--- src/sv/bba_ram.sv ---
// generic simple dual port ram with registered read
`timescale 1ns / 1ps

module bba_ram #(
    parameter int WIDTH  = 32,
    parameter int DEPTH  = 128,
    parameter int ADDR_W = (DEPTH > 1) ? $clog2(DEPTH) : 1
) (
    input  logic              i_clk,
    input  logic              i_we,
    input  logic [ADDR_W-1:0] i_waddr,
    input  logic [WIDTH-1:0]  i_wdata,
    input  logic [ADDR_W-1:0] i_raddr,
    output logic [WIDTH-1:0]  o_rdata
);

    logic [WIDTH-1:0] r_mem [DEPTH];

    always_ff @(posedge i_clk) begin
        if (i_we) begin
            r_mem[i_waddr] <= i_wdata;
        end
        o_rdata <= r_mem[i_raddr];
    end

endmodule

--- config.mk ---
export PLATFORM = sky130hd
export DESIGN_NAME = bba_ram
export DESIGN_NICKNAME = d
export VERILOG_FILES = /design/src/sv/bba_ram.sv
export SDC_FILE = /design/constraint.sdc
export NUM_CORES = 2
export LEC_CHECK = 0
export BUFFER_PORTS_ARGS = -buffer_cell sky130_fd_sc_hd__buf_2
export CAP_MARGIN = 5
export CELL_PAD_IN_SITES_DETAIL_PLACEMENT = 0
export CELL_PAD_IN_SITES_GLOBAL_PLACEMENT = 2
export CORE_MARGIN = 4
export CORE_UTILIZATION = 45
export CTS_CLUSTER_DIAMETER = 120
export DETAILED_ROUTE_END_ITERATION = 12
export PLACE_DENSITY = 0.81
export SYNTH_ARGS = -nofsm -noshare
export SYNTH_HDL_FRONTEND = slang
export SYNTH_SLANG_ARGS = --single-unit
--- constraint.sdc ---
create_clock -name i_clk -period 4.2 [get_ports i_clk]
set_clock_uncertainty 0.2 [all_clocks]
set_input_delay 0.84 -clock i_clk [delete_from_list [all_inputs] [get_ports i_clk]]
set_output_delay 0.84 -clock i_clk [all_outputs]
set_load 0.01 [all_outputs]
# After elaboration in Yosys (flattened, before gate mapping)

Memory sizes are Yosys's and may differ from the RTL's. A register that Yosys moved wholly into a read port is not among the register bits.
Index checks and enable logic that the tools add are counted.

Register bits: 0
Memory bits (writable): 4096
Input bits: 48
Output and inout port bits: 32
Logic and storage cells: 3
Memories: 1

Memory list:

| name  | words | width | rd ports | clocked after Yosys merged registers in | wr ports | RTL line | RTL |
|---|---|---|---|---|---|---|---|
| r_mem | 128   | 32    | 1        | 1                                       | 1        | 17       | `logic [WIDTH-1:0] r_mem [DEPTH];` |

Muxes and demuxes: 2

Operator list:

| kind    | count |
|---|---|
| $mux W1 | 2 |

# Longest topological paths before layout

Word-level depth: 2
Mapped depth: 8
Mapped depth without buffers: 4

# Worst setup path before layout

Ideal clock, no wire load.

Path kind: input to register
Start: input i_we
End: memory r_mem[98][0], enable pin
Arrival time: 3.618 ns
Slack: -0.079 ns
Stages on the path: 3
Buffers on the path: 1
Cells stage by stage: clkbuf_1 > nand4_1 > nor3_1

Cells in the longest elaborated chain, start to end: 2

RTL lines:

| item                          | RTL line | RTL |
|---|---|---|
| start: declaration            | 10       | `input logic i_we,` |
| $mux W1                       | 20       | `if (i_we) begin` |
| $mux W1 (not written as such) | 21       | `r_mem[i_waddr] <= i_wdata;` |
| end: declaration              | 17       |  |

No other way between the ends.

==> out/qor.log <==
qor: floorplan.die-height 597 µm
qor: critical_path.arrival 4.00 ns
qor: critical_path.critPathTopFamily multiplexers
qor: grt.grt_first_pass_wirelength 572000 µm
qor: timing.setup_ws 0.799 ns
qor: outcome.run_status complete, no violations
qor: route.detailroute.via_count 72700
qor: cts.cts_buffers 406
qor: critical_path.cpMaxStageDelayCell sky130_fd_sc_hd__mux4_2
qor: timing.clock.fmax 0.294 GHz
qor: yosys.syn_nets 6038
qor: yosys.synth_top_area_share 78.7%
qor: critical_path.critPathBufInv 4
qor: timing.report.final.slew_viol_count 0
qor: cells_and_area.final_layout_size_suffix_gt1_share 37.5%
qor: critical_path.cp_slowest_stage_delay 0.72 ns
qor: pwr.power_per_cell_area 476 mW/mm²
qor: place.placement.setup.worst_slack -0.104 ns
qor: yosys.synth_area_per_cell 26.1 µm²
qor: yosys.ys_seq_elements 4128
qor: floorplan.die_width 597 µm
qor: yosys.synthesis.instances 5990
qor: route.avgRoutedWirePerCell 35.5 µm
qor: floorplan.core_area 0.346 mm²
qor: yosys.synth_top_cells_by_count 4096 x sky130_fd_sc_hd__edfxtp_1, 1344 x sky130_fd_sc_hd__mux4_2, 182 x sky130_fd_sc_hd__clkbuf_1
qor: place.dp_hpwl 229000 µm
qor: place.finalWeightedCongestion 0.823
qor: yosys.synth_cell_area 0.156 mm²
qor: grt.grt_pass1_vias 72700
qor: pwr.peakVddDrop 0.000412 V
qor: floorplan.io_pins 80
qor: timing.setup-tns-final 0 ns
qor: timing.tightest_slew 1.29 ns
qor: cells_and_area.final_cell_area 0.181 mm²
qor: floorplan.die_area 0.357 mm²
qor: route.detail-route-antenna-nets 0
qor: yosys.synthMostInstantiatedCell sky130_fd_sc_hd__edfxtp_1
qor: yosys.yosysWarnings 0
qor: cts.htree_levels 5
qor: timing.setup_viol 0
qor: grt.overflow 0
qor: grt.groute.usage.overall 22.8%
qor: grt.grt_antenna_before_repair 46
qor: hold_path.hold_path_class in2reg
qor: cts.clk_root_buffer_cell sky130_fd_sc_hd__clkbuf_16
qor: cts.postCtsResizedCells 0
qor: critical_path.reg2reg_from r_mem[20][6]
qor: timing.rsz0062_at_grt false
qor: route.drc 0
qor: critical_path.critPathMaxFanout 17
qor: flow_run.cap_viol_max_count 0
qor: floorplan.floorplan.initialDensity 45.2%
qor: place.io_buffer_count 79
qor: floorplan.placement_rows 216
qor: yosys.synth_top_flop_cell sky130_fd_sc_hd__edfxtp_1
qor: cts.clock_tree.buffer_depth 4
qor: timing.report.final.hold_viol_count 0
qor: cts.post_cts_buffers 0
qor: cts.tritoncts built
qor: cts.clock_insertion_delay_at_the_later_pin_of_the_skew_report 0.97 ns
qor: timing.finalCriticalPeriod 3.40 ns
qor: cells_and_area.layout-area-overhead-vs-synth 15.9%
qor: cells_and_area.final_net_count 6626
qor: critical_path.critPathRequiredTime 4.80 ns
qor: cts.post_cts_hold_buffer_count 0
qor: yosys.synth-async-reset-ratio 0%
qor: yosys.synth_edf_count 4096
qor: cts.clkSlewWorstSetupHoldPaths 0.06 ns
qor: route.routed_via_density 6.31
qor: critical_path.cp-start-kind input port
qor: timing.slew_headroom 14.0%
qor: route.drt_iter0_markers 11300
qor: cts.cts_sinks 4128
qor: timing.final.period_utilization 81.0%
qor: critical_path.worstSetupEndpointType flip-flop
qor: pwr.power_leakage 55.6 nW
qor: critical_path.critPathKind in2reg
qor: yosys.unique_cell_type_count_in_the_yosys_netlist 17
qor: yosys.synth_top_cells_by_area sky130_fd_sc_hd__edfxtp_1 79%, sky130_fd_sc_hd__mux4_2 19%, sky130_fd_sc_hd__clkbuf_1 0.44%
qor: route.drt-pass1-iter-count 6
qor: yosys.ys_seq_area_share 79.1%
qor: critical_path.crit_start i_raddr[0]
qor: grt.pin_count_of_the_biggest_net_entering_global_routing 129
qor: place.post_dp_cell_area 0.168 mm²
qor: route.wl 409000 µm
qor: hold_path.worstHoldStart i_wdata[24]
qor: critical_path.timing.critical_path.cells buf_12 -> buf_12 -> buf_12 -> buf_4 -> mux4_2 -> mux4_2 -> mux4_2 -> mux2_2
qor: yosys.yosysTopAreaCell sky130_fd_sc_hd__edfxtp_1
-- layout by cell type, fill, tap and decap left out, types with 7 or more instances in the layout --
master,n
sky130_fd_sc_hd__buf_12,204
sky130_fd_sc_hd__nand3_1,8
sky130_fd_sc_hd__nor2_4,119
sky130_fd_sc_hd__mux4_2,1344
sky130_fd_sc_hd__clkinv_1,72
sky130_fd_sc_hd__dfxtp_1,32
sky130_fd_sc_hd__inv_6,8
sky130_fd_sc_hd__bufinv_16,37
sky130_fd_sc_hd__clkinvlp_4,12
sky130_fd_sc_hd__edfxtp_1,4096
sky130_fd_sc_hd__clkbuf_1,86
sky130_fd_sc_hd__nor2b_1,7
sky130_fd_sc_hd__clkbuf_8,20
sky130_fd_sc_hd__diode_2,36
sky130_fd_sc_hd__clkbuf_16,409
sky130_fd_sc_hd__clkinv_16,9
sky130_fd_sc_hd__buf_4,247
sky130_fd_sc_hd__nand2_1,11
sky130_fd_sc_hd__clkinv_4,8
sky130_fd_sc_hd__mux2_2,32
sky130_fd_sc_hd__clkinv_2,72
sky130_fd_sc_hd__buf_2,41
-- per-layer routing --
metal  vias to the layer above  track usage (%)  share of wire, %
met5                         -                0             0.032
met3                       620             5.28                11
li1                      27600                -                 -
met1                     39900             32.5                38
met2                      4520             35.7                48
met4                        20             6.55               3.0
-- worst reg2reg max path: stages (launching register included) --
cell and delay, ns:
sky130_fd_sc_hd__edfxtp_1 0.37, sky130_fd_sc_hd__mux4_2 0.49, sky130_fd_sc_hd__mux4_2 0.65, sky130_fd_sc_hd__mux4_2 0.74
sky130_fd_sc_hd__mux2_2 0.38
-- kinds of logic after synthesis --
kind of cell / count (synthesis) / synth area share, %
buffers and inverters: 316 / 0.839
flip-flops: 4128 / 79.1
AND/OR/NAND/NOR: 170 / 0.446
multiplexers: 1376 / 19.6
-- worst paths after layout --
check | slack, ns | endpoint | cells after the start
setup / recovery | 0.80 | o_rdata[6] | 8
hold / removal | 0.22 | r_mem[117][24] | 1
setup reg to reg | 1.20 | o_rdata[6] | 4
hold reg to reg | 0.92 | o_rdata[11] | 4
-- metrics by stage --
stage	power, mW	util [%]	hold slack (ns)	cells
after global placement	51.1	48.5	0.907	10700
after CTS	86.7	52.4	0.159	11500
after detailed placement	51.1	48.5	0.908	10700
after global routing	88.7	52.4	0.199	11500
after floorplan	48.6	-	0.739	5990
final	86.2	52.4	0.219	11500
-- cell type report --
class	instances	area (µm²)
flip-flops and latches	4128	124000
clock buffers	515	10800
clock inverters	226	2390
well taps	4578	5730
multi-input cells	1546	32300
repair buffers	496	6200
fillers	25300	165000
diodes	36	90.1
-- sequential cells by signal, summed over array words and instances, names as in the netlist --
name	count
r_mem	4096
o_rdata	32
-- power by group --
part	internal [mW]	total [mW]	leakage (nW)	switching (mW)
clock	20.6	36.0	6.45	15.4
sequential	45.5	45.6	37.1	0.151
combinational	1.84	4.63	12.0	2.79
total	67.9	86.2	55.6	18.3
No activity file was read; power rests on OpenSTA's default activity.
