===== config.mk =====
export PLATFORM = sky130hd
export DESIGN_NAME = bba_mark
export DESIGN_NICKNAME = d
export VERILOG_FILES = /design/src/sv/bba_pkg.sv /design/src/sv/bba_mark.sv
export SDC_FILE = /design/constraint.sdc
export NUM_CORES = 1
export LEC_CHECK = 0
export BUFFER_PORTS_ARGS = -buffer_cell sky130_fd_sc_hd__buf_2
export CAP_MARGIN = 20
export CELL_PAD_IN_SITES_DETAIL_PLACEMENT = 0
export CELL_PAD_IN_SITES_GLOBAL_PLACEMENT = 2
export CORE_UTILIZATION = 24
export DETAILED_ROUTE_END_ITERATION = 6
export GPL_TIMING_DRIVEN = 0
export PLACE_DENSITY_LB_ADDON = 0.25
export SYNTH_ARGS = -nofsm -noshare
export SYNTH_HDL_FRONTEND = slang
export SYNTH_SLANG_ARGS = --single-unit
export TNS_END_PERCENT = 10

===== constraint.sdc =====
create_clock -name i_clk -period 6.2 [get_ports i_clk]
set_input_delay 0.93 -clock i_clk [delete_from_list [all_inputs] [get_ports i_clk]]
set_output_delay 0.93 -clock i_clk [all_outputs]
set_load 0.02 [all_outputs]

===== src/sv/bba_pkg.sv =====
// shared types and codes of the bitmap block allocator
`timescale 1ns / 1ps

package bba_pkg;

    // block counts and block indexes
    localparam int BLK_W = 13;
    // start block field width
    localparam int IDX_W = 12;
    // action field width
    localparam int ACT_W = 2;
    // status field width
    localparam int STS_W = 2;

    localparam logic [ACT_W-1:0] ACT_ALLOC   = 2'd0;
    localparam logic [ACT_W-1:0] ACT_FREE    = 2'd1;
    localparam logic [ACT_W-1:0] ACT_RELEASE = 2'd2;
    localparam logic [ACT_W-1:0] ACT_RESERVE = 2'd3;

    localparam logic [STS_W-1:0] ST_DONE   = 2'd0;
    localparam logic [STS_W-1:0] ST_NOFIT  = 2'd1;
    localparam logic [STS_W-1:0] ST_REJECT = 2'd2;

    // one step of the first-fit search
    typedef struct packed {
        logic             vld;
        logic             hit;
        logic             last;
        logic [BLK_W-1:0] start;
    } t_scan_res;

    // run to be marked, inclusive bounds
    typedef struct packed {
        logic             set_used;
        logic [BLK_W-1:0] lo_blk;
        logic [BLK_W-1:0] hi_blk;
    } t_mark_cmd;

    // number of bits that flipped in one written word
    typedef struct packed {
        logic             vld;
        logic [BLK_W-1:0] cnt;
    } t_pop;

endpackage


===== src/sv/bba_mark.sv =====
// run marking of one bitmap word and count of flipped bits
`timescale 1ns / 1ps

module bba_mark #(
    parameter int WORD_BITS = 32
) (
    input  logic                      i_clk,
    input  logic                      i_rst_n,
    input  logic                      i_strobe,
    input  logic [WORD_BITS-1:0]      i_word,
    input  logic [bba_pkg::BLK_W-1:0] i_base,
    input  bba_pkg::t_mark_cmd        i_cmd,
    output logic [WORD_BITS-1:0]      o_word,
    output bba_pkg::t_pop             o_pop
);

    import bba_pkg::*;

    localparam int LB = $clog2(WORD_BITS);

    logic [LB-1:0]        w_lo_bit;
    logic [LB-1:0]        w_hi_bit;
    logic [WORD_BITS-1:0] w_mask;
    logic [WORD_BITS-1:0] w_flip;

    always_comb begin
        w_lo_bit = '0;
        w_hi_bit = LB'(WORD_BITS - 1);
        if ((i_cmd.lo_blk >> LB) == (i_base >> LB)) begin
            w_lo_bit = i_cmd.lo_blk[LB-1:0];
        end
        if ((i_cmd.hi_blk >> LB) == (i_base >> LB)) begin
            w_hi_bit = i_cmd.hi_blk[LB-1:0];
        end
        w_mask = ({WORD_BITS{1'b1}} << w_lo_bit)
               & ({WORD_BITS{1'b1}} >> (LB'(WORD_BITS - 1) - w_hi_bit));
        // block zero never goes free
        if (!i_cmd.set_used && i_base == '0) begin
            w_mask[0] = 1'b0;
        end
        if (i_cmd.set_used) begin
            o_word = i_word | w_mask;
            w_flip = w_mask & ~i_word;
        end else begin
            o_word = i_word & ~w_mask;
            w_flip = w_mask & i_word;
        end
    end

    always_ff @(posedge i_clk) begin
        if (!i_rst_n) begin
            o_pop.vld <= 1'b0;
        end else begin
            o_pop.vld <= i_strobe;
        end
        o_pop.cnt <= BLK_W'($countones(w_flip));
    end

endmodule


Word level (Yosys, flattened, before mapping)

Cells that the tools add are included.
W data, S select, Z words.

Word-level logic and storage cells: 53
Register bits after elaboration: 7

Mux-type cells: 5
Reductions and logical operators: 3
$add $sub $neg: 32
Equal/unequal tests: 2
Bitwise gates (word level): 7
Shifts and indexed selects: 2

Operator list:

| kind                    | count |
|---|---|
| $and A32 B32 Y32        | 4 |
| $mux W32                | 2 |
| $not A32 Y32            | 2 |
| $add A1 B1 Y2           | 16 |
| $or A32 B32 Y32         | 1 |
| $shl A32 B5 Y32 const A | 1 |
| $shr A32 B5 Y32 const A | 1 |
| $add A2 B2 Y3           | 8 |
| $add A3 B3 Y4           | 4 |
| $eq A8 B8 Y1            | 2 |
| $logic_not A13 Y1       | 1 |
| $add A4 B4 Y5           | 2 |
| $mux W5                 | 2 |
| $add A5 B5 Y6           | 1 |
| $sub A5 B5 Y5 const A   | 1 |
| $logic_and A1 B1 Y1     | 1 |
| $logic_not A1 Y1        | 1 |
| $mux W1                 | 1 |

Longest topological paths before layout

Depth after elaboration: 13
Depth in mapped cells: 23

Worst setup path before layout

Ideal clock, no wire load.

Kind: input-to-reg
Start: input i_cmd[11] (netlist bit)
End: register o_pop[4] (netlist bit)
Stages on the path: 19
Path buffers: 1
Arrival time: 6583 ps
Slack: -455 ps
Path through: xnor2_1 > nand4_1 > or4_4 > buf_2 > o32a_1 > and2_1 > fa_1 > inv_1 > fa_1 > fa_1 > fa_1 > fa_1 > inv_1 > fa_1 > ha_1 > fa_1 > a21o_1 > a21oi_1 > xnor2_1

Word-level cells in the longest chain between the ends: 13
Elaborated cells between the ends (all ways): 40
Classes of those cells: add/sub: 32; eq/ne: 1; shift: 1; mux: 3; bitwise: 3

Ends and longest elaborated chain:

| what                                       | line                           | source |
|---|---|---|
| start: declaration                         | bba_mark.sv:12                 | `input bba_pkg::t_mark_cmd i_cmd,` |
| $eq A8 B8 Y1 (*)                           | bba_mark.sv:32                 | `if ((i_cmd.hi_blk >> LB) == (i_base >> LB)) begin` |
| $mux W5 (*)                                | bba_mark.sv:32                 |  |
| $sub A5 B5 Y5 (*)                          | bba_mark.sv:36                 | `& ({WORD_BITS{1'b1}} >> (LB'(WORD_BITS - 1) - w_hi_bit));` |
| $shr A32 B5 Y32 (*)                        | bba_mark.sv:36                 |  |
| $and A32 B32 Y32 (*)                       | bba_mark.sv:36                 |  |
| $mux W1                                    | bba_mark.sv:38                 | `if (!i_cmd.set_used && i_base == '0) begin` |
| $and A32 B32 Y32, on equally long branches | bba_mark.sv:46, bba_mark.sv:43 |  |
| $mux W32 (*)                               | bba_mark.sv:41                 | `if (i_cmd.set_used) begin` |
| $add A1 B1 Y2 (implied by the code)        | bba_mark.sv:56                 | `o_pop.cnt <= BLK_W'($countones(w_flip));` |
| $add A2 B2 Y3 (implied by the code)        | bba_mark.sv:56                 |  |
| $add A3 B3 Y4 (implied by the code)        | bba_mark.sv:56                 |  |
| $add A4 B4 Y5 (implied by the code)        | bba_mark.sv:56                 |  |
| $add A5 B5 Y6 (implied by the code) (*)    | bba_mark.sv:56                 |  |
| end: declaration                           | bba_mark.sv:14                 | `output bba_pkg::t_pop o_pop` |

Every way passes the cells marked *; elsewhere a longest branch is shown, timed or not.
A chain may end at the register's enable or synchronous reset.

Final worst setup path

Start: input i_base[5] (netlist bit)
End: register o_pop[4] (netlist bit)

Word-level cells in the longest chain between the ends: 13
Elaborated cells between the ends (all ways): 45
Classes of those cells: add/sub: 32; eq/ne: 2; shift: 2; mux: 4; bitwise: 3; reduce/logical: 2

Ends and longest elaborated chain:

| what                                       | line                           | source |
|---|---|---|
| start: declaration                         | bba_mark.sv:11                 | `input logic [bba_pkg::BLK_W-1:0] i_base,` |
| $eq A8 B8 Y1                               | bba_mark.sv:32                 |  |
| $mux W5                                    | bba_mark.sv:32                 |  |
| $sub A5 B5 Y5                              | bba_mark.sv:36                 |  |
| $shr A32 B5 Y32                            | bba_mark.sv:36                 |  |
| $and A32 B32 Y32                           | bba_mark.sv:36                 |  |
| $mux W1                                    | bba_mark.sv:38                 |  |
| $and A32 B32 Y32, on equally long branches | bba_mark.sv:46, bba_mark.sv:43 |  |
| $mux W32 (*)                               | bba_mark.sv:41                 |  |
| $add A1 B1 Y2 (implied by the code)        | bba_mark.sv:56                 |  |
| $add A2 B2 Y3 (implied by the code)        | bba_mark.sv:56                 |  |
| $add A3 B3 Y4 (implied by the code)        | bba_mark.sv:56                 |  |
| $add A4 B4 Y5 (implied by the code)        | bba_mark.sv:56                 |  |
| $add A5 B5 Y6 (implied by the code) (*)    | bba_mark.sv:56                 |  |

Marks and branches as above.

==> flow_summary.ini <==
[cells_and_area]
nets = 563
area_growth_pct = 42.0
drive_gt1_frac = 0.445
reg_top3 = o_pop: 7 flops
top_register = o_pop
layout_commonest_cell = buf_2
fin_area_um2 = 3750
largest_register_ffs = 7
layout_common_cells = 98 x buf_2, 36 x xor2_1, 31 x mux2_2
num_antenna_cells = 0

[power]
p_switching_mw = 0.732
power.density_nw_per_um2 = 397
finalPower_mw = 1.49
leakage_nw = 1.79
p_int_mw = 0.758
power_frac_clock = 0.042
pwr-share-seq = 0.066
p_sw_frac = 0.492
peakVddDrop_mv = 0.785
p_comb_frac = 0.892

[clock_tree]
clockBufferDepth = 2
cts_sinks = 7
holdBufCountCts = 0
path_clk_slew_ns = 0.04
cts_made_buffers = 3
cts.root.buffer_cell = clkbuf_8
htreeDepth = 1
tritoncts = yes

[yosys]
yosys.area_share.xor_xnor = 0.169
async_reset_ff_frac = 0
synth_edf_count = 0
synthTopCellsByArea = fa_1 18%, mux2_2 13%, xor2_1 12%
muxShareOfSynthArea = 0.138
ys.flop_type = dfxtp_1
synth.avg_cell_area_um2 = 8.00
ys_warn_count = 0
synth_area_um2 = 2640
synth_seq_cells = 7
synthCells = 330
synthAdderAreaFrac = 0.215
ys_seq_area_frac = 0.0531
synth_area_leader_cell = fa_1
yosys.area.top_type_share = 0.182
synthSimpleGateAreaFrac = 0.174
synth_top_family_by_area = adder cells
synth_compound_area_frac = 0.155
synth.distinct_cells = 44

[drt]
drt-total-wl_um = 9190
first_iter_violations = 132
final_antenna_net_count = 0
drtPass1Iterations = 4
dr_total_vias = 2698
via_per_inst = 4.56
detail_route.wl_per_cell_um = 15.5
drc = 0

[placement]
dpl_cell_area_um2 = 3430
io_buffers = 111
gp_congestion = 0.852
place.detailed.hpwl_um = 7800

[sta]
setup_viol = 1
hold_violations = 0
finalCriticalPeriod_ns = 6.22
maxSlewViolCount = 0
worst_slack_ns = -0.0192
max_freq_mhz = 161
rsz0062_at_grt = true
finalCritPeriodShare = 1.00

[global_routing]
grt_use_total = 0.166
antenna_found_initial = 0
grt_max_degree = 11
grt_pass1_wl_um = 14700
grt-ovfl-total = 0
grt_pass1_vias = 2767

[hold_path]
hold_end = o_pop[13]
hold_path.class = input port to flop
hold_depth = 2
min_from = i_strobe

[outcome]
status = complete, but fails checks
failed_checks = setup timing

[floorplan]
core_area_um2 = 10500
rows = 37
ios = 121
die_area_um2 = 11400
initial_utilization = 0.251
die_width_um = 107
fp.dieH_um = 107

[critical_path]
crit_path_start_kind = input port
worstPathMaxFanout = 8
crit_type = input port to flop
crit_path_end_kind = flop
worst_ep_required_time_ns = 6.32
critPathArrivalTime_ns = 6.33

[run]
maxCapViolCount = 0
worst max-delay path by stage:
stage,startpoint,to,slack (ns),cells after the start
global placement,i_base[11],o_pop[4],-0.75,20
finish,i_base[5],o_pop[4],-0.02,21
detailed placement,i_base[11],o_pop[4],-0.77,20
global route,i_base[6],o_pop[4],-0.19,21
floorplan,i_cmd[5],o_pop[4],-0.13,19
CTS,i_base[9],o_pop[4],-0.09,19
what timing repair did:
action / CTS / global route
resized for setup: 27 / 32
endpoints found under the setup margin: 5 / 5
hold endpoints to repair: 0 / 0
setup buffers: 7 / 0
pin swaps: 11 / 5
cells by family (layout without fill, tap and decap cells):
kind of cell               count (synthesis)  in the layout
DFF                                        7              7
muxes                                     32             32
AOI/OAI and AO/OA                         60             60
other                                      1              7
and+or+nand+nor                           90             90
xor gates and xnor gates                  51             51
buffers and inverters                     58            178
adders and majority gates                 31             31
metrics by stage:
step | cells | worst slack (ns) | hold slack [ns] | util | setup TNS (ns)
after floorplan | 336 | -0.127 | 1.05 | - | -0.230
after global placement | 583 | -0.750 | 1.13 | 0.327 | -3.09
after detailed placement | 583 | -0.774 | 1.13 | 0.327 | -3.29
after CTS | 592 | -0.0911 | 0.896 | 0.345 | -0.177
after global routing | 592 | -0.190 | 0.909 | 0.357 | -0.419
final | 592 | -0.0192 | 0.901 | 0.357 | -0.0192
power groups by stage:
stage | Combinational, mW | Clock (mW) | Sequential [mW]
floorplan | 1.03 | 0 | 0.127
CTS | 1.35 | 0.0654 | 0.0991
global route | 1.53 | 0.0676 | 0.100
finish | 1.33 | 0.0629 | 0.0986
global placement | 1.32 | 0 | 0.0988
detailed placement | 1.33 | 0 | 0.0998
worst max-delay path, stage by stage:
cell	delay (ns)
buf_4	0.13
xnor2_2	0.12
nand4_1	0.18
buf_4	0.18
buf_4	0.13
nor2_4	0.21
a32oi_1	0.24
and2_1	0.21
fa_1	0.50
inv_1	0.06
fa_2	0.50
fa_2	0.58
fa_1	0.42
fa_1	0.50
inv_1	0.05
fa_1	0.44
ha_2	0.22
fa_2	0.35
a21o_1	0.17
a21oi_2	0.12
xnor2_1	0.08
layout make-up:
class,instances,area (um^2)
fillers,1130,6760
multi-input cells,271,2430
repair buffers,118,687
well taps,136,170
plain buffers,28,169
flip-flops and latches,7,140
inverters,28,105
clock buffers,3,41.3
clock inverters,1,5.00
per-layer routing:
| layer | vias to the layer above | track usage | routed length [um] |
|---|---|---|---|
| li1 | 1360 | - | - |
| met1 | 1261 | 0.244 | 4340 |
| met2 | 75 | 0.273 | 4400 |
| met3 | 2 | 0.0176 | 399 |
| met4 | 0 | 0.00978 | 48 |
| met5 | - | 0 | 0 |
Yosys cell counts, drive strengths merged, types with 2 or more instances:
master,count
o21ai,8
fa,24
inv,28
xnor2,15
nand4,3
a2bb2oi,2
xor2,36
a21oi,14
and2,13
nor2,17
or3,4
dfxtp,7
nand2b,8
buf,14
o32a,3
mux2,32
nand3,3
clkbuf,16
o21a,2
nand2,25
a32oi,5
a22oi,7
nor4,4
nor2b,2
a21o,4
a31oi,2
o22ai,7
or2,6
ha,7
and3,2
Power figures use the tool's default switching activity.
